**config.mk**
```make
export PLATFORM = sky130hd
export DESIGN_NAME = spi_flash_read_master_core
export DESIGN_NICKNAME = d
export VERILOG_FILES = /design/src/rtl/core/sfrm_pkg.sv /design/src/rtl/core/sfrm_front.sv /design/src/rtl/core/sfrm_back.sv /design/src/rtl/core/spi_flash_read_master_core.sv
export SDC_FILE = /design/constraint.sdc
export NUM_CORES = 1
export LEC_CHECK = 0
export ABC_AREA = 1
export BUFFER_PORTS_ARGS = -buffer_cell sky130_fd_sc_hd__buf_2
export CAP_MARGIN = 10
export CORE_AREA = 3 3 128 130
export CTS_BUF_LIST = sky130_fd_sc_hd__clkbuf_8 sky130_fd_sc_hd__clkbuf_16
export CTS_CLUSTER_SIZE = 8
export DETAILED_ROUTE_END_ITERATION = 10
export DIE_AREA = 0 0 131 133
export GPL_TIMING_DRIVEN = 0
export PLACE_DENSITY = 0.75
export SLEW_MARGIN = 15
export SYNTH_ARGS = -nofsm -noshare
export SYNTH_HDL_FRONTEND = slang
export SYNTH_SLANG_ARGS = --single-unit
```
**constraint.sdc**
```tcl
create_clock -name clk -period 2.55 [get_ports clk]
set_input_delay 0.3825 -clock clk [delete_from_list [all_inputs] [get_ports clk]]
set_output_delay 0.3825 -clock clk [all_outputs]
set_load 0.02 [all_outputs]
```
**src/rtl/core/sfrm_pkg.sv**
```systemverilog
package sfrm_pkg;

  // Request type codes of an input beat.
  localparam logic REQ_START = 1'b0;
  localparam logic REQ_TICK  = 1'b1;

  // Configuration register indexes (byte address 4*i).
  localparam int  CFG_ADDR_W      = 3;
  localparam logic REG_PHASE_TICKS = 1'b0;
  localparam logic REG_READ_OPCODE = 1'b1;

  localparam logic [7:0] PHASE_TICKS_RESET = 8'h01;
  localparam logic [7:0] READ_OPCODE_RESET = 8'h03;
  localparam logic [7:0] DUMMY_BYTE        = 8'h00;

  // Depth of the queue between the front and the back.
  localparam int QUEUE_DEPTH = 2;
  localparam int QUEUE_PTR_W = $clog2(QUEUE_DEPTH);
  localparam int QUEUE_CNT_W = $clog2(QUEUE_DEPTH + 1);

  typedef enum logic {
    OP_START,
    OP_TICK
  } op_t;

  typedef enum logic [1:0] {
    PH_IDLE,
    PH_SET,
    PH_RISE,
    PH_SAMPLE
  } phase_t;

  typedef struct packed {
    logic        req_type;
    logic [23:0] start_address;
    logic [7:0]  byte_count;
    logic        miso_level;
  } req_beat_t;

  typedef struct packed {
    logic       chip_select_n;
    logic       serial_clock;
    logic       master_out;
    logic       rx_valid;
    logic [7:0] rx_byte;
    logic       rx_last;
    logic       done_res;
    logic       busy_res;
  } res_beat_t;

  // Classified command held in the queue.
  typedef struct packed {
    op_t         op;
    logic [23:0] start_address;
    logic [7:0]  byte_count;
    logic        miso_level;
  } cmd_t;

  // Head of the queue as seen by the back.
  typedef struct packed {
    logic valid;
    cmd_t cmd;
  } q_head_t;

  typedef struct packed {
    logic [7:0] phase_ticks;
    logic [7:0] read_opcode;
  } cfg_t;

endpackage

```
**src/rtl/core/sfrm_front.sv**
```systemverilog
module sfrm_front import sfrm_pkg::*; (
  input  logic      clk,
  input  logic      rst,
  input  logic      req_valid,
  output logic      req_stall,
  input  req_beat_t req_beat,
  input  logic      pop,
  output q_head_t   head
);

  cmd_t                   q_mem [QUEUE_DEPTH];
  logic [QUEUE_PTR_W-1:0] wr_ptr;
  logic [QUEUE_PTR_W-1:0] rd_ptr;
  logic [QUEUE_CNT_W-1:0] count;
  logic [QUEUE_CNT_W-1:0] count_next;
  logic                   push;
  cmd_t                   cmd_in;

  always_comb begin
    cmd_in.op            = (req_beat.req_type == REQ_TICK) ? OP_TICK : OP_START;
    cmd_in.start_address = req_beat.start_address;
    cmd_in.byte_count    = req_beat.byte_count;
    cmd_in.miso_level    = req_beat.miso_level;
  end

  assign req_stall = (count == QUEUE_CNT_W'(QUEUE_DEPTH));
  assign push      = req_valid && !req_stall;

  always_comb begin
    unique case ({push, pop})
      2'b10:   count_next = count + QUEUE_CNT_W'(1);
      2'b01:   count_next = count - QUEUE_CNT_W'(1);
      default: count_next = count;
    endcase
  end

  always_ff @(posedge clk) begin
    if (rst) begin
      wr_ptr <= '0;
      rd_ptr <= '0;
      count  <= '0;
    end else begin
      count <= count_next;
      if (push) begin
        wr_ptr <= QUEUE_PTR_W'((32'(wr_ptr) + 1) % QUEUE_DEPTH);
      end
      if (pop) begin
        rd_ptr <= QUEUE_PTR_W'((32'(rd_ptr) + 1) % QUEUE_DEPTH);
      end
    end
  end

  always_ff @(posedge clk) begin
    if (push) begin
      q_mem[wr_ptr] <= cmd_in;
    end
  end

  assign head.valid = (count != '0);
  assign head.cmd   = q_mem[rd_ptr];

endmodule

```
**src/rtl/core/sfrm_back.sv**
```systemverilog
module sfrm_back import sfrm_pkg::*; #(
  parameter int ADDR_BITS = 24
) (
  input  logic      clk,
  input  logic      rst,
  input  cfg_t      cfg,
  input  q_head_t   head,
  output logic      pop,
  output logic      res_valid,
  input  logic      res_stall,
  output res_beat_t res_beat
);

  localparam int ADDR_BYTES = (ADDR_BITS + 7) / 8;
  localparam int ADDR_PAD   = ADDR_BYTES * 8;
  localparam logic [2:0] LAST_ADDR_PHASE = 3'(ADDR_BYTES);
  localparam logic [ADDR_PAD-1:0] ADDR_MASK = ADDR_PAD'((64'd1 << ADDR_BITS) - 64'd1);

  phase_t              phase, phase_next;
  logic [2:0]          bit_index, bit_index_next;
  logic [2:0]          byte_phase, byte_phase_next;
  logic [7:0]          bytes_left, bytes_left_next;
  logic [ADDR_PAD-1:0] address_hold, address_hold_next;
  logic [7:0]          tx_shift, tx_shift_next;
  logic [7:0]          rx_shift, rx_shift_next;
  logic [7:0]          tick_count, tick_count_next;
  logic                cs_n, cs_n_next;
  logic                sclk, sclk_next;
  logic                mosi, mosi_next;
  res_beat_t           res_beat_next;

  logic       is_start;
  logic       is_tick;
  logic [7:0] limit;
  logic [7:0] tick_inc;
  logic       phase_end;
  logic       byte_end;
  logic       in_addr;
  logic [2:0] byte_phase_inc;
  logic       finish;
  logic [7:0] rx_shifted;

  assign pop = head.valid && (!res_valid || !res_stall);

  always_comb begin
    is_start       = (head.cmd.op == OP_START);
    is_tick        = (head.cmd.op == OP_TICK);
    limit          = (cfg.phase_ticks == 8'd0) ? 8'd1 : cfg.phase_ticks;
    tick_inc       = tick_count + 8'd1;
    phase_end      = (tick_inc >= limit);
    byte_end       = (bit_index == 3'd0);
    in_addr        = (byte_phase <= LAST_ADDR_PHASE);
    byte_phase_inc = byte_phase + 3'd1;
    rx_shifted     = {rx_shift[6:0], head.cmd.miso_level};
    // The address bytes end the command; with no data bytes requested the
    // transaction closes there, otherwise it closes after the final data byte.
    if (in_addr) begin
      finish = (byte_phase_inc > LAST_ADDR_PHASE) && (bytes_left == 8'd0);
    end else begin
      finish = (bytes_left <= 8'd1);
    end
  end

  // Next phase.
  always_comb begin
    phase_next = phase;
    if (pop) begin
      unique case (phase)
        PH_IDLE: begin
          if (is_start) phase_next = PH_SET;
        end
        PH_SET: begin
          if (is_tick && phase_end) phase_next = PH_RISE;
        end
        PH_RISE: begin
          if (is_tick && phase_end) phase_next = PH_SAMPLE;
        end
        PH_SAMPLE: begin
          if (is_tick && phase_end) begin
            if (byte_end && finish) phase_next = PH_IDLE;
            else phase_next = PH_SET;
          end
        end
        default: phase_next = PH_IDLE;
      endcase
    end
  end

  // Datapath and result beat.
  always_comb begin
    bit_index_next    = bit_index;
    byte_phase_next   = byte_phase;
    bytes_left_next   = bytes_left;
    address_hold_next = address_hold;
    tx_shift_next     = tx_shift;
    rx_shift_next     = rx_shift;
    tick_count_next   = tick_count;
    cs_n_next         = cs_n;
    sclk_next         = sclk;
    mosi_next         = mosi;
    res_beat_next     = '0;

    if (phase == PH_IDLE) begin
      if (is_start) begin
        address_hold_next = ADDR_PAD'(head.cmd.start_address) & ADDR_MASK;
        bytes_left_next   = head.cmd.byte_count;
        byte_phase_next   = 3'd0;
        bit_index_next    = 3'd7;
        tx_shift_next     = cfg.read_opcode;
        rx_shift_next     = 8'd0;
        tick_count_next   = 8'd0;
        cs_n_next         = 1'b0;
        sclk_next         = 1'b0;
      end
    end else if (is_tick) begin
      tick_count_next = phase_end ? 8'd0 : tick_inc;
      if (phase_end) begin
        unique case (phase)
          PH_SET: begin
            mosi_next = tx_shift[bit_index];
          end
          PH_RISE: begin
            sclk_next = 1'b1;
          end
          default: begin
            sclk_next     = 1'b0;
            rx_shift_next = rx_shifted;
            if (!byte_end) begin
              bit_index_next = bit_index - 3'd1;
            end else begin
              bit_index_next = 3'd7;
              rx_shift_next  = 8'd0;
              if (in_addr) begin
                byte_phase_next = byte_phase_inc;
                if (byte_phase_inc <= LAST_ADDR_PHASE) begin
                  // Address bytes leave the top of the hold register in turn.
                  tx_shift_next     = address_hold[ADDR_PAD-1 -: 8];
                  address_hold_next = address_hold << 8;
                end else if (bytes_left != 8'd0) begin
                  tx_shift_next = DUMMY_BYTE;
                end
              end else begin
                res_beat_next.rx_valid = 1'b1;
                res_beat_next.rx_byte  = rx_shifted;
                res_beat_next.rx_last  = (bytes_left <= 8'd1);
                if (bytes_left != 8'd0) bytes_left_next = bytes_left - 8'd1;
                tx_shift_next = DUMMY_BYTE;
              end
              if (finish) begin
                cs_n_next              = 1'b1;
                res_beat_next.done_res = 1'b1;
              end
            end
          end
        endcase
      end
    end

    res_beat_next.chip_select_n = cs_n_next;
    res_beat_next.serial_clock  = sclk_next;
    res_beat_next.master_out    = mosi_next;
    res_beat_next.busy_res      = (phase_next != PH_IDLE);
  end

  always_ff @(posedge clk) begin
    if (rst) begin
      phase        <= PH_IDLE;
      bit_index    <= 3'd7;
      byte_phase   <= 3'd0;
      bytes_left   <= 8'd0;
      address_hold <= '0;
      tx_shift     <= 8'd0;
      rx_shift     <= 8'd0;
      tick_count   <= 8'd0;
      cs_n         <= 1'b1;
      sclk         <= 1'b0;
      mosi         <= 1'b0;
      res_valid    <= 1'b0;
    end else begin
      if (pop) begin
        phase        <= phase_next;
        bit_index    <= bit_index_next;
        byte_phase   <= byte_phase_next;
        bytes_left   <= bytes_left_next;
        address_hold <= address_hold_next;
        tx_shift     <= tx_shift_next;
        rx_shift     <= rx_shift_next;
        tick_count   <= tick_count_next;
        cs_n         <= cs_n_next;
        sclk         <= sclk_next;
        mosi         <= mosi_next;
      end
      if (pop) begin
        res_valid <= 1'b1;
      end else if (!res_stall) begin
        res_valid <= 1'b0;
      end
    end
  end

  always_ff @(posedge clk) begin
    if (pop) begin
      res_beat <= res_beat_next;
    end
  end

endmodule

```
**src/rtl/core/spi_flash_read_master_core.sv**
```systemverilog
// Channel   Beat type    Handshake                 Direction
// req       req_beat_t   req_valid / req_stall     into the core
// res       res_beat_t   res_valid / res_stall     out of the core
// cfg       APB write    psel/penable/pwrite       into the core
//
// The core accepts one request beat per clock while req_stall is low and
// returns one result beat for each, through the queue and the result
// register; the back engine steps once for each beat that it pops.
// Reset is synchronous and active high; it needs no clearing pass.
// A two-entry queue parts the front from the back, so a stalled result
// holds the engine while the front still takes beats until the queue fills.

// SPI mode-0 master that reads serial NOR flash with a single read command.
// The front classifies each request beat as a start or a tick and queues it.
// The back runs the bit engine: every bit goes through a set phase (drive
// MOSI), a rise phase (raise SCLK) and a sample phase (sample MISO, lower
// SCLK), each lasting phase_ticks tick beats. A start beat is taken only
// while idle; the opcode, the address bytes and then byte_count dummy bytes
// are shifted out MSB first. Each received data byte is reported in its
// result beat, and the final one also raises chip select and pulses done.
module spi_flash_read_master_core import sfrm_pkg::*; #(
  parameter int ADDR_BITS = 24
) (
  input  logic                  clk,
  input  logic                  rst,
  input  logic                  req_valid,
  output logic                  req_stall,
  input  req_beat_t             req_beat,
  output logic                  res_valid,
  input  logic                  res_stall,
  output res_beat_t             res_beat,
  input  logic                  psel,
  input  logic                  penable,
  input  logic                  pwrite,
  input  logic [CFG_ADDR_W-1:0] paddr,
  input  logic [31:0]           pwdata,
  output logic [31:0]           prdata,
  output logic                  pready
);

  cfg_t    cfg;
  q_head_t head;
  logic    pop;
  logic    cfg_write;
  logic    reg_index;

  // Registers sit at byte addresses 0 and 4; bit 2 picks the register.
  assign pready    = 1'b1;
  assign reg_index = paddr[2];
  assign cfg_write = psel && penable && pwrite && pready;

  always_ff @(posedge clk) begin
    if (rst) begin
      cfg.phase_ticks <= PHASE_TICKS_RESET;
      cfg.read_opcode <= READ_OPCODE_RESET;
    end else if (cfg_write) begin
      unique case (reg_index)
        REG_PHASE_TICKS: cfg.phase_ticks <= pwdata[7:0];
        REG_READ_OPCODE: cfg.read_opcode <= pwdata[7:0];
        default:         cfg.phase_ticks <= cfg.phase_ticks;
      endcase
    end
  end

  always_comb begin
    unique case (reg_index)
      REG_PHASE_TICKS: prdata = {24'd0, cfg.phase_ticks};
      REG_READ_OPCODE: prdata = {24'd0, cfg.read_opcode};
      default:         prdata = 32'd0;
    endcase
  end

  // Front: classify request beats and queue them.
  sfrm_front u_front (
    .clk       (clk),
    .rst       (rst),
    .req_valid (req_valid),
    .req_stall (req_stall),
    .req_beat  (req_beat),
    .pop       (pop),
    .head      (head)
  );

  // Back: bit engine with the result register.
  sfrm_back #(
    .ADDR_BITS (ADDR_BITS)
  ) u_back (
    .clk       (clk),
    .rst       (rst),
    .cfg       (cfg),
    .head      (head),
    .pop       (pop),
    .res_valid (res_valid),
    .res_stall (res_stall),
    .res_beat  (res_beat)
  );

endmodule

```
==> results of run 1 <==
## cell type report
type / count / share of cell area
buffer: 61 / 0.0411
clock buffer: 21 / 0.0502
inverter: 78 / 0.0296
sequential: 171 / 0.416
clock inverter: 11 / 0.00757
timing repair buffer: 124 / 0.0893
timing repair inverter: 1 / 0.000611
tap: 211 / 0.0258
multi-input combinational: 563 / 0.340
## metrics by stage
step	power [mW]	utilization	instances	TNS, ns
floorplan	7.23	-	874	0
global placement	8.26	0.554	1157	-83.36
detailed placement	8.39	0.558	1159	-33.94
CTS	12.0	0.635	1230	-2.03
global route	13.9	0.671	1241	-22.77
finish	13.2	0.671	1241	-11.76
## worst max-delay path by stage
stage | from | cells past startpoint | slack [ns] | endpoint
2_1_floorplan | u_back.tick_count[2]$_SDFFE_PP0P_ | 15 | 0.008 | u_back.rx_shift[0]$_SDFFE_PP0P_
3_3_place_gp | req_valid | 3 | -0.79 | u_front.q_mem[1][25]$_DFFE_PP_
3_5_place_dp | u_back.phase[1]$_SDFFE_PP0P_ | 15 | -0.79 | u_back.bit_index[2]$_SDFFE_PP1P_
4_1_cts | u_back.tick_count[0]$_SDFFE_PP0P_ | 15 | -0.07 | u_back.bytes_left[6]$_SDFFE_PP0P_
5_1_grt | u_back.tick_count[2]$_SDFFE_PP0P_ | 17 | -0.40 | u_back.rx_shift[5]$_SDFFE_PP0P_
6_report | u_back.tick_count[2]$_SDFFE_PP0P_ | 16 | -0.26 | u_back.address_hold[11]$_SDFFE_PP0P_
## registers in the layout, indices dropped and copies added, names as in the netlist, 2 cells and up, named ones only
name,cells
u_front.q_mem,68
u_back.address_hold,24
cfg,16
u_back.res_beat,15
u_back.bytes_left,8
u_back.tick_count,8
u_back.tx_shift,8
u_back.rx_shift,7
u_back.bit_index,3
u_back.byte_phase,3
u_back.phase,2
u_front.count,2
## Yosys cell counts (all sizes together)
| master | instances | share of area |
|---|---|---|
| clkbuf | 25 | 0.012 |
| dfxtp | 88 | 0.23 |
| edfxtp | 83 | 0.32 |
| xor2 | 10 | 0.011 |
| inv | 75 | 0.036 |
| a31o | 1 | 0.0011 |
| o211ai | 5 | 0.0049 |
| a21o | 1 | 0.00097 |
| nand3b | 1 | 0.00097 |
| nand2 | 158 | 0.079 |
| o211a | 1 | 0.0013 |
| a32o | 7 | 0.0091 |
| nor3b | 1 | 0.0024 |
| o22ai | 5 | 0.0040 |
| o21ai | 97 | 0.063 |
| a22oi | 2 | 0.0019 |
| nor3 | 6 | 0.0039 |
| o21a | 2 | 0.0021 |
| clkinv | 3 | 0.0015 |
| mux2i | 1 | 0.0013 |
| conb | 2 | 0.00097 |
| nor2 | 101 | 0.050 |
| a211oi | 6 | 0.0058 |
| a32oi | 1 | 0.0011 |
| ha | 22 | 0.036 |
| nand3 | 40 | 0.027 |
| a21oi | 62 | 0.049 |
| nand4 | 7 | 0.0057 |
| o41ai | 1 | 0.0011 |
| buf | 37 | 0.036 |
## routing by layer
layer  share of wire  wire length, um
met1            0.42             8290
met2            0.50             9990
met3           0.054             1070
met4           0.024              475
met5               0                0
## power breakdown
group          switching (mW)  internal [mW]  total, mW  leakage (nW)
logic                    3.98           2.68       6.66          2.45
clock network            1.10           1.45       2.56         0.291
registers               0.380           3.62       4.00          1.50
## timing repair
item,in CTS,in global routing
pin swaps,14,30
gates cloned,4,4
buffers inserted,36,12
gates resized for setup,77,112
endpoints found under the setup margin,81,81
## cells by family after synthesis
kind of cell,synth area share
AND/OR/NAND/NOR,0.169
AO/OA/AOI/OAI,0.145
flip-flops,0.550
buffers and inverters,0.0860
adder cells (fa/ha/maj),0.0356
XOR/XNOR,0.0113
other,0.000972
multiplexers,0.00130
==> qor.yml, run 1 <==
outcome:
  status: "finished with violations"
  violations: "setup timing"
clock_network:
  clk_pin_slew_ns: 0.07
  clk_latency_ns: 0.44
  root_buffer: "clkbuf_16"
  htree_levels: 4
  cts_tree: "built"
  postCtsHoldBufs: 0
  numCtsBuffers: 17
  clock_path_buffers: 2
  cts.sinks: 171
drt:
  ant_nets: 0
  totalWireLength_um: 19800
  drt-initial-drc-count: 560
  drc: 0
  num_vias: 6526
  vias_per_cell: 5.26
  first_pass_iters: 5
  avgRoutedWirePerCell_um: 16.0
power:
  vdd_drop_max_mv: 0.743
  powerDensity_nw_per_um2: 1290
  p_leak_nw: 4.24
critical_path:
  cp.arrival_ns: 3.14
  worstReg2RegEnd: "u_back.address_hold[11]$_SDFFE_PP0P_"
  cp_top_family: "simple AND/OR/NAND/NOR gates"
  max_stage_delay_ns: 0.35
  critical_path.cell_chain: "inv_2, nor3_4, nand3_2, nor3_2, xor2_1, ha_1, a21o_1, nor2_2, nand4_1, buf_4, nand2_4, nor2_4, buf_12, buf_8, o21ai_4, a21oi_2"
  ff2ff_setup_slack_ns: -0.26
  endpoint_kind: "flip-flop"
  critPathMaxFanout: 5
  critPathKind: "reg2reg"
  worstReg2RegStart: "u_back.tick_count[2]$_SDFFE_PP0P_"
  worstPathRequired_ns: 2.88
  crit_path_start_kind: "flip-flop"
  path_buf_inv: 4
  r2r_cells: 16
  slowest_stage: "dfxtp_2"
sta:
  setup_slack_ns: -0.261
  period_share: 1.10
  hold_viol_final: 0
  worstMarginPinSlew_ns: 0.929
  skew_ns: 0.0124
  min_period_ns: 2.81
  holdWs_ns: 0.131
  drv_slew: 0
  max-slew-margin-rel: 0.381
  rsz0062_at_grt: "yes"
  finalSetupViolCount: 76
  fmax_mhz: 356
die:
  dieHeight_um: 133
  die_w_um: 131
  core_um2: 15300
  pin_count: 126
  rows: 45
  initial_core_util: 0.507
  dieArea_um2: 17400
global_route:
  grt_first_pass_wirelength_um: 29500
  grt_overflow: 0
  grt_max_degree: 29
  busiest_layer: "met2"
  grt_util_all_layers: 0.214
  grt_pass1_vias: 6021
  antenna_found_initial: 0
  use_met3: 0.0488
  met2_usage: 0.358
  grt.met1_usage: 0.274
logic_synthesis:
  synth_warnings: 0
  syn_inst: 851
  ys_ff_latch: 171
  synth_cell_type_count: 42
  syn_area_um2: 7730
  ys_seq_area_frac: 0.550
  synth.avg_cell_area_um2: 9.08
min_path:
  hold_end: "u_front.q_mem[0][25]$_DFFE_PP_"
  min_from: "req_beat[25]"
  hold_path_class: "in2reg"
  hold_depth: 1
job:
  cap_violations: 0
final_layout:
  multi_input_area_um2: 3480
  final_common_cell: "nand2_1"
  final_nets: 1115
  n_antenna_cell: 0
  n_fill_cell: 1131
  drive_gt1_frac: 0.328
  area_growth_pct: 32.5
  mostFrequentLayoutCells: "nand2_1, dfxtp_1, edfxtp_1, nor2_1, buf_2"
  seq_area_um2: 4260
  fin_area_um2: 10200
place:
  pre_cts_slack_ns: -0.788
  place_area_um2: 8510
  dpl.hpwl_um: 12200
  io_buffers: 72
  gp_congestion: 0.857
No activity file was read; power rests on OpenSTA's default activity.
==> run 2, diff against run 1 <==
--- a/config.mk
+++ b/config.mk
@@ -8,13 +8,13 @@
 export ABC_AREA = 1
 export BUFFER_PORTS_ARGS = -buffer_cell sky130_fd_sc_hd__buf_2
 export CAP_MARGIN = 10
-export CORE_AREA = 3 3 128 130
+export CORE_AREA = 3 3 121 123
 export CTS_BUF_LIST = sky130_fd_sc_hd__clkbuf_8 sky130_fd_sc_hd__clkbuf_16
 export CTS_CLUSTER_SIZE = 8
 export DETAILED_ROUTE_END_ITERATION = 10
-export DIE_AREA = 0 0 131 133
+export DIE_AREA = 0 0 124 126
 export GPL_TIMING_DRIVEN = 0
-export PLACE_DENSITY = 0.75
+export PLACE_DENSITY = 0.79
 export SLEW_MARGIN = 15
 export SYNTH_ARGS = -nofsm -noshare
 export SYNTH_HDL_FRONTEND = slang
==> constraint.sdc (replaced) <==
create_clock -name clk -period 2.95 [get_ports clk]
set_input_delay 0.4425 -clock clk [delete_from_list [all_inputs] [get_ports clk]]
set_output_delay 0.4425 -clock clk [all_outputs]
set_load 0.02 [all_outputs]
==> run 2 against run 1 <==
  * The flow now finishes without violations
  * Hold slack better by 0.059 ns
  * Routed wire length down 14%
  * Total power down 28%
  * Register-to-register slack better by 0.35 ns
  * Cell area down 11%
  * Utilization down 0.91 points
  * Critical path depth down 1
  * Via count down 6.0%
  * Clock power down 17%
  * Largest cell class unchanged
==> qor.yml, run 2 (synthesis gave the netlist of run 1 again) <==
outcome:
  status: "finished, final reports clean"  # was finished with violations
critical_path:
  path_buf_inv: 3  # was 4
  critical_path.cell_chain: "inv_1, nor3_4, nand3_2, nor3_4, xor2_1, ha_1, a21o_1, nor2_2, nand4_1, nand2_2, nor2_2, buf_4, buf_4, o21ai_0, nor2_1"  # was inv_2, nor3_4, nand3_2, nor3_2, xor2_1, ha_1, a21o_1, nor2_2, nand4_1, buf_4, nand2_4, nor2_4, buf_12, buf_8, o21ai_4, a21oi_2
  endpoint_kind: "flip-flop"  # unchanged
  critPathKind: "reg2reg"  # unchanged
  worstPathRequired_ns: 3.27  # was 2.88 ns
  crit_path_start_kind: "flip-flop"  # unchanged
  cp_top_family: "simple AND/OR/NAND/NOR gates"  # unchanged
  critPathMaxFanout: 10  # was 5
  slowest_stage: "dfxtp_2"  # unchanged
  max_stage_delay_ns: 0.35  # about the same
  cp.arrival_ns: 3.18  # was 3.14 ns
place:
  gp_congestion: 0.828  # was 0.857
  io_buffers: 72  # unchanged
  dp_cells: 1128  # was 1159
  dpl.hpwl_um: 12100  # was 12200 um
global_route:
  grt_util_all_layers: 0.221  # was 0.214
  grt_pass1_vias: 5650  # was 6021
  busiest_layer: "met2"  # unchanged
  use_met3: 0.0382  # was 0.0488
  antenna_found_initial: 0  # unchanged
  grt_first_pass_wirelength_um: 26900  # was 29500 um
  met2_usage: 0.361  # was 0.358
  grt_max_degree: 29  # unchanged
  grt.met1_usage: 0.291  # was 0.274
  grt_overflow: 0  # unchanged
sta:
  min_period_ns: 2.86  # was 2.81 ns
  holdWs_ns: 0.190  # was 0.131 ns
  worstMarginPinSlew_ns: 0.864  # was 0.929 ns
  period_share: 0.970  # was 1.10
  hold_viol_final: 0  # unchanged
  fmax_mhz: 349  # was 356 MHz
  max-slew-margin-rel: 0.418  # was 0.381
  drv_slew: 0  # unchanged
  finalSetupViolCount: 0  # was 76
  skew_ns: 0.0117  # was 0.0124 ns
  tns_ns: 0  # was -11.76 ns
clock_network:
  clock_path_buffers: 2  # unchanged
  clk_latency_ns: 0.44  # about the same
  cts.sinks: 171  # unchanged
  numCtsBuffers: 17  # unchanged
  postCtsHoldBufs: 0  # unchanged
  clk_pin_slew_ns: 0.07  # about the same
  cts_tree: "built"  # unchanged
  root_buffer: "clkbuf_16"  # unchanged
  htree_levels: 4  # unchanged
power:
  vdd_drop_max_mv: 0.532  # was 0.743 mV
  powerDensity_nw_per_um2: 1040  # was 1290 nW/um2
  seqPwrFrac: 0.358  # was 0.303
  finalPower_mw: 9.49  # was 13.2 mW
  p_sw_frac: 0.408  # was 0.413
  p_leak_nw: 3.87  # was 4.24 nW
  clkPwrFrac: 0.225  # was 0.193
  combPwrFrac: 0.417  # was 0.504
  internal_power_mw: 5.61  # was 7.76 mW
  p_sw_mw: 3.88  # was 5.46 mW
final_layout:
  fin_cells: 1163  # was 1241
  mostFrequentLayoutCells: "nand2_1, nor2_1, dfxtp_1, edfxtp_1, o21ai_0"  # was nand2_1, dfxtp_1, edfxtp_1, nor2_1, buf_2
  largest-register: "u_front.q_mem"  # unchanged
  seq_area_um2: 4260  # about the same
  drive_gt1_frac: 0.196  # was 0.328
  multi_input_area_um2: 2960  # was 3480 um2
  final_nets: 1068  # was 1115
  top_regs: "u_front.q_mem: 68 flops, u_back.address_hold: 24 flops, cfg: 16 flops"  # unchanged
  n_fill_cell: 1122  # was 1131
  final_common_cell: "nand2_1"  # unchanged
  area_growth_pct: 18.0  # was 32.5%
  fin_util: 0.662  # was 0.671
  largest_register_ffs: 68  # unchanged
  n_antenna_cell: 0  # unchanged
min_path:
  hold_path_class: "in2reg"  # unchanged
drt:
  vias_per_cell: 5.28  # was 5.26
  ant_nets: 0  # unchanged
  drc: 0  # unchanged
  first_pass_iters: 5  # unchanged
  num_vias: 6135  # was 6526
  totalWireLength_um: 17000  # was 19800 um
  drt-initial-drc-count: 407  # was 560
  avgRoutedWirePerCell_um: 14.7  # was 16.0 um
die:
  initial_core_util: 0.561  # was 0.507
  die_w_um: 124  # was 131 um
  dieArea_um2: 15600  # was 17400 um2
  dieHeight_um: 126  # was 133 um
  core_um2: 13800  # was 15300 um2
  rows: 43  # was 45
  pin_count: 126  # unchanged
job:
  cap_violations: 0  # unchanged
## run 2: cell count changes in the layout (fill, tap and decap cells not counted), sizes merged
| cell | previous run | this run |
|---|---|---|
| clkbuf | 49 | 44 |
| clkinv | 4 | 8 |
| clkinvlp | 3 | 0 |
| buf | 157 | 114 |
## run 2: power by group through the flow
stage                     registers (mW)  clock network [mW]  logic [mW]
final                               3.40                2.13        3.96
after CTS                           3.39                2.17        3.85
after global routing                3.45                2.27        4.42
after detailed placement            3.43                   0        3.79
after floorplan                     3.48                   0        2.74
after global placement              3.42                   0        3.66
## run 2: layer usage
layer,wire length (um),vias up
li1,-,3066
met1,7410,2870
met2,8350,168
met3,923,31
met4,355,0
met5,0,-
## run 2: timing repair
action	CTS	global route
setup buffers	1	3
hold endpoints to repair	0	0
endpoints found under the setup margin	45	70
pin swaps	1	5
gates resized for setup	7	24
## run 2: worst paths after layout
| check | from | to | slack (ns) | cells past startpoint |
|---|---|---|---|---|
| worst min register to register | u_front.rd_ptr$_SDFFE_PP0P_ | u_front.rd_ptr$_SDFFE_PP0P_ | 0.47 | 1 |
| worst max-delay path | u_back.tick_count[2]$_SDFFE_PP0P_ | u_back.rx_shift[6]$_SDFFE_PP0P_ | 0.09 | 15 |
| worst max register to register | u_back.tick_count[2]$_SDFFE_PP0P_ | u_back.rx_shift[6]$_SDFFE_PP0P_ | 0.09 | 15 |
| worst min-delay path | req_beat[13] | u_front.q_mem[1][13]$_DFFE_PP_ | 0.19 | 1 |
## run 2: layout make-up
| cell class | count | area share |
|---|---|---|
| plain buffers | 61 | 0.0417 |
| clock buffers | 19 | 0.0509 |
| clock inverters | 13 | 0.0117 |
| repair buffers | 78 | 0.0472 |
| flip-flops and latches | 171 | 0.467 |
| well taps | 180 | 0.0247 |
| inverters | 78 | 0.0324 |
| multi-input cells | 563 | 0.325 |
## run 2: worst reg2reg max path, delay by kind of cell, from the launching register on
kind	cells	cell delay [ns]
AO/OA/AOI/OAI	2	0.34
XOR/XNOR	1	0.23
adder cells (fa/ha/maj)	1	0.28
buffers and inverters	3	0.44
flip-flops	1	0.35
AND/OR/NAND/NOR	8	1.11
## run 2: metrics by stage
step                      cell area [um2]  worst slack, ns
after floorplan                      7820            0.260
after global placement               8400           -0.467
after detailed placement             8460           -0.493
after CTS                            9050          0.00219
after global routing                 9120          -0.0518
final                                9120           0.0880
==> run 3, diff against run 2 <==
--- a/config.mk
+++ b/config.mk
@@ -9,7 +9,7 @@
 export BUFFER_PORTS_ARGS = -buffer_cell sky130_fd_sc_hd__buf_2
 export CAP_MARGIN = 10
 export CORE_AREA = 3 3 121 123
-export CTS_BUF_LIST = sky130_fd_sc_hd__clkbuf_8 sky130_fd_sc_hd__clkbuf_16
+export CTS_BUF_LIST = sky130_fd_sc_hd__clkbuf_16
 export CTS_CLUSTER_SIZE = 8
 export DETAILED_ROUTE_END_ITERATION = 10
 export DIE_AREA = 0 0 124 126
==> run 3 against run 2 <==
  * Total power fell by 0.23%
  * Die area did not move
  * Clock power barely moved
  * Sequential share of layout area rose by 0.051 points
  * Combinational power barely moved
  * Critical endpoint unchanged
  * Highest routed layer unchanged
==> qor.yml, run 3 (synthesis gave the netlist of run 1 again) <==
outcome:
  status: "finished, final reports clean"  # unchanged
final_layout:
  final_common_cell: "nand2_1"  # unchanged
  area_growth_pct: 17.9  # was 18.0%
  n_fill_cell: 1122  # unchanged
  largest-register: "u_front.q_mem"  # unchanged
  mostFrequentLayoutCells: "nand2_1, nor2_1, dfxtp_1, edfxtp_1, o21ai_0"  # unchanged
  final_nets: 1068  # unchanged
  fin_cells: 1163  # unchanged
  drive_gt1_frac: 0.196  # unchanged
  n_antenna_cell: 0  # unchanged
  top_regs: "u_front.q_mem: 68 flops, u_back.address_hold: 24 flops, cfg: 16 flops"  # unchanged
  largest_register_ffs: 68  # unchanged
power:
  vdd_drop_max_mv: 0.532  # about the same
  p_sw_mw: 3.88  # about the same
  clkPwrFrac: 0.222  # was 0.225
  combPwrFrac: 0.418  # was 0.417
  p_sw_frac: 0.410  # was 0.408
  p_leak_nw: 3.87  # about the same
  seqPwrFrac: 0.359  # was 0.358
  powerDensity_nw_per_um2: 1040  # about the same
  finalPower_mw: 9.47  # was 9.49 mW
  internal_power_mw: 5.59  # was 5.61 mW
clock_network:
  clk_pin_slew_ns: 0.07  # about the same
  clk_latency_ns: 0.44  # about the same
  cts.sinks: 171  # unchanged
  root_buffer: "clkbuf_16"  # unchanged
  htree_levels: 4  # unchanged
  cts_tree: "built"  # unchanged
  clock_path_buffers: 2  # unchanged
  numCtsBuffers: 17  # unchanged
sta:
  hold_viol_final: 0  # unchanged
  max-slew-margin-rel: 0.417  # was 0.418
  finalSetupViolCount: 0  # unchanged
  skew_ns: 0.0115  # was 0.0117 ns
  min_period_ns: 2.86  # about the same
  worstMarginPinSlew_ns: 0.865  # was 0.864 ns
  fmax_mhz: 350  # was 349 MHz
  drv_slew: 0  # unchanged
  period_share: 0.969  # was 0.970
die:
  dieHeight_um: 126  # unchanged
  rows: 43  # unchanged
  die_w_um: 124  # unchanged
  pin_count: 126  # unchanged
  dieArea_um2: 15600  # unchanged
  core_um2: 13800  # unchanged
  initial_core_util: 0.561  # unchanged
critical_path:
  ff2ff_setup_slack_ns: 0.09  # about the same
  worstReg2RegEnd: "u_back.rx_shift[6]$_SDFFE_PP0P_"  # unchanged
  r2r_cells: 15  # unchanged
  max_stage_delay_ns: 0.35  # about the same
  endpoint_kind: "flip-flop"  # unchanged
  critPathKind: "reg2reg"  # unchanged
  cp.arrival_ns: 3.18  # about the same
  slowest_stage: "dfxtp_2"  # unchanged
  critical_path.cell_chain: "inv_1, nor3_4, nand3_2, nor3_4, xor2_1, ha_1, a21o_1, nor2_2, nand4_1, nand2_2, nor2_2, buf_4, buf_4, o21ai_0, nor2_1"  # unchanged
  crit_path_start_kind: "flip-flop"  # unchanged
  worstPathRequired_ns: 3.27  # about the same
  worstReg2RegStart: "u_back.tick_count[2]$_SDFFE_PP0P_"  # unchanged
  critPathMaxFanout: 10  # unchanged
job:
  cap_violations: 0  # unchanged
global_route:
  grt_util_all_layers: 0.221  # unchanged
  grt_pass1_vias: 5649  # was 5650
  grt_max_degree: 29  # unchanged
  grt_first_pass_wirelength_um: 26900  # unchanged
  antenna_found_initial: 0  # unchanged
  grt_overflow: 0  # unchanged
drt:
  drc: 0  # unchanged
  avgRoutedWirePerCell_um: 14.7  # about the same
  totalWireLength_um: 17100  # was 17000 um
  vias_per_cell: 5.25  # was 5.28
  num_vias: 6101  # was 6135
  ant_nets: 0  # unchanged
  drt-initial-drc-count: 452  # was 407
  first_pass_iters: 5  # unchanged
place:
  io_buffers: 72  # unchanged
  dpl.hpwl_um: 12100  # unchanged
  gp_congestion: 0.828  # unchanged
  dp_cells: 1128  # unchanged
min_path:
  hold_end: "u_front.q_mem[1][13]$_DFFE_PP_"  # unchanged
  min_from: "req_beat[13]"  # unchanged
  hold_path_class: "in2reg"  # unchanged
  hold_depth: 1  # unchanged
[run 3: timing repair]
action,4_1_cts,5_1_grt
gates resized for setup,7,24
pin swaps,1,5
setup endpoints to repair,45,70
setup buffers,1,3
hold buffers,0,0
[run 3: worst max path at each step]
stage / start / slack, ns / cells after the start / end
after CTS: u_back.tick_count[0]$_SDFFE_PP0P_ / 0.002 / 15 / u_back.rx_shift[4]$_SDFFE_PP0P_
after floorplan: u_back.tick_count[0]$_SDFFE_PP0P_ / 0.26 / 15 / u_back.rx_shift[0]$_SDFFE_PP0P_
after global routing: u_back.tick_count[1]$_SDFFE_PP0P_ / -0.05 / 15 / u_back.rx_shift[0]$_SDFFE_PP0P_
final: u_back.tick_count[2]$_SDFFE_PP0P_ / 0.09 / 15 / u_back.rx_shift[6]$_SDFFE_PP0P_
after global placement: u_back.phase[1]$_SDFFE_PP0P_ / -0.47 / 15 / u_back.bit_index[0]$_SDFFE_PP1P_
after detailed placement: u_back.phase[1]$_SDFFE_PP0P_ / -0.49 / 15 / u_back.bit_index[2]$_SDFFE_PP1P_
[run 3: through the flow]
step                utilization  instance area (um2)  setup slack (ns)  hold slack (ns)  TNS, ns
floorplan                     -                 7820             0.260            0.426        0
global placement          0.610                 8400            -0.467            0.438   -40.19
detailed placement        0.614                 8460            -0.493            0.449   -11.48
CTS                       0.657                 9040           0.00219            0.178        0
global route              0.661                 9110           -0.0518            0.181   -0.731
finish                    0.661                 9110            0.0905            0.190        0
[run 3: critical path, delay by kind of cell, from the launching register on]
kind / cells / cell delay, ns
AOI/OAI and AO/OA: 2 / 0.34
xor gates and xnor gates: 1 / 0.23
adders and majority gates: 1 / 0.28
buffers and inverters: 3 / 0.44
DFF: 1 / 0.35
and+or+nand+nor: 8 / 1.10
[run 3: power groups by stage]
stage	registers (mW)	logic (mW)	clock network (mW)
6_report	3.40	3.96	2.10
5_1_grt	3.45	4.42	2.24
4_1_cts	3.39	3.85	2.14
3_5_place_dp	3.43	3.79	0
3_3_place_gp	3.42	3.66	0
2_1_floorplan	3.48	2.74	0
[run 3: cell type report]
type | count | area [um2] | area share
Sequential cell | 171 | 4260 | 0.467
Multi-Input combinational cell | 563 | 2960 | 0.325
Clock buffer | 18 | 450 | 0.0495
Timing Repair Buffer | 78 | 430 | 0.0473
Buffer | 61 | 380 | 0.0418
Inverter | 78 | 295 | 0.0324
Tap cell | 180 | 225 | 0.0247
Clock inverter | 14 | 110 | 0.0121
[run 3: metal layers]
metal	up-vias	share of wire	global-route usage
met2	168	0.49	0.361
met5	-	0	0
met1	2838	0.44	0.291
li1	3062	-	-
met4	0	0.022	0.0954
met3	33	0.052	0.0382
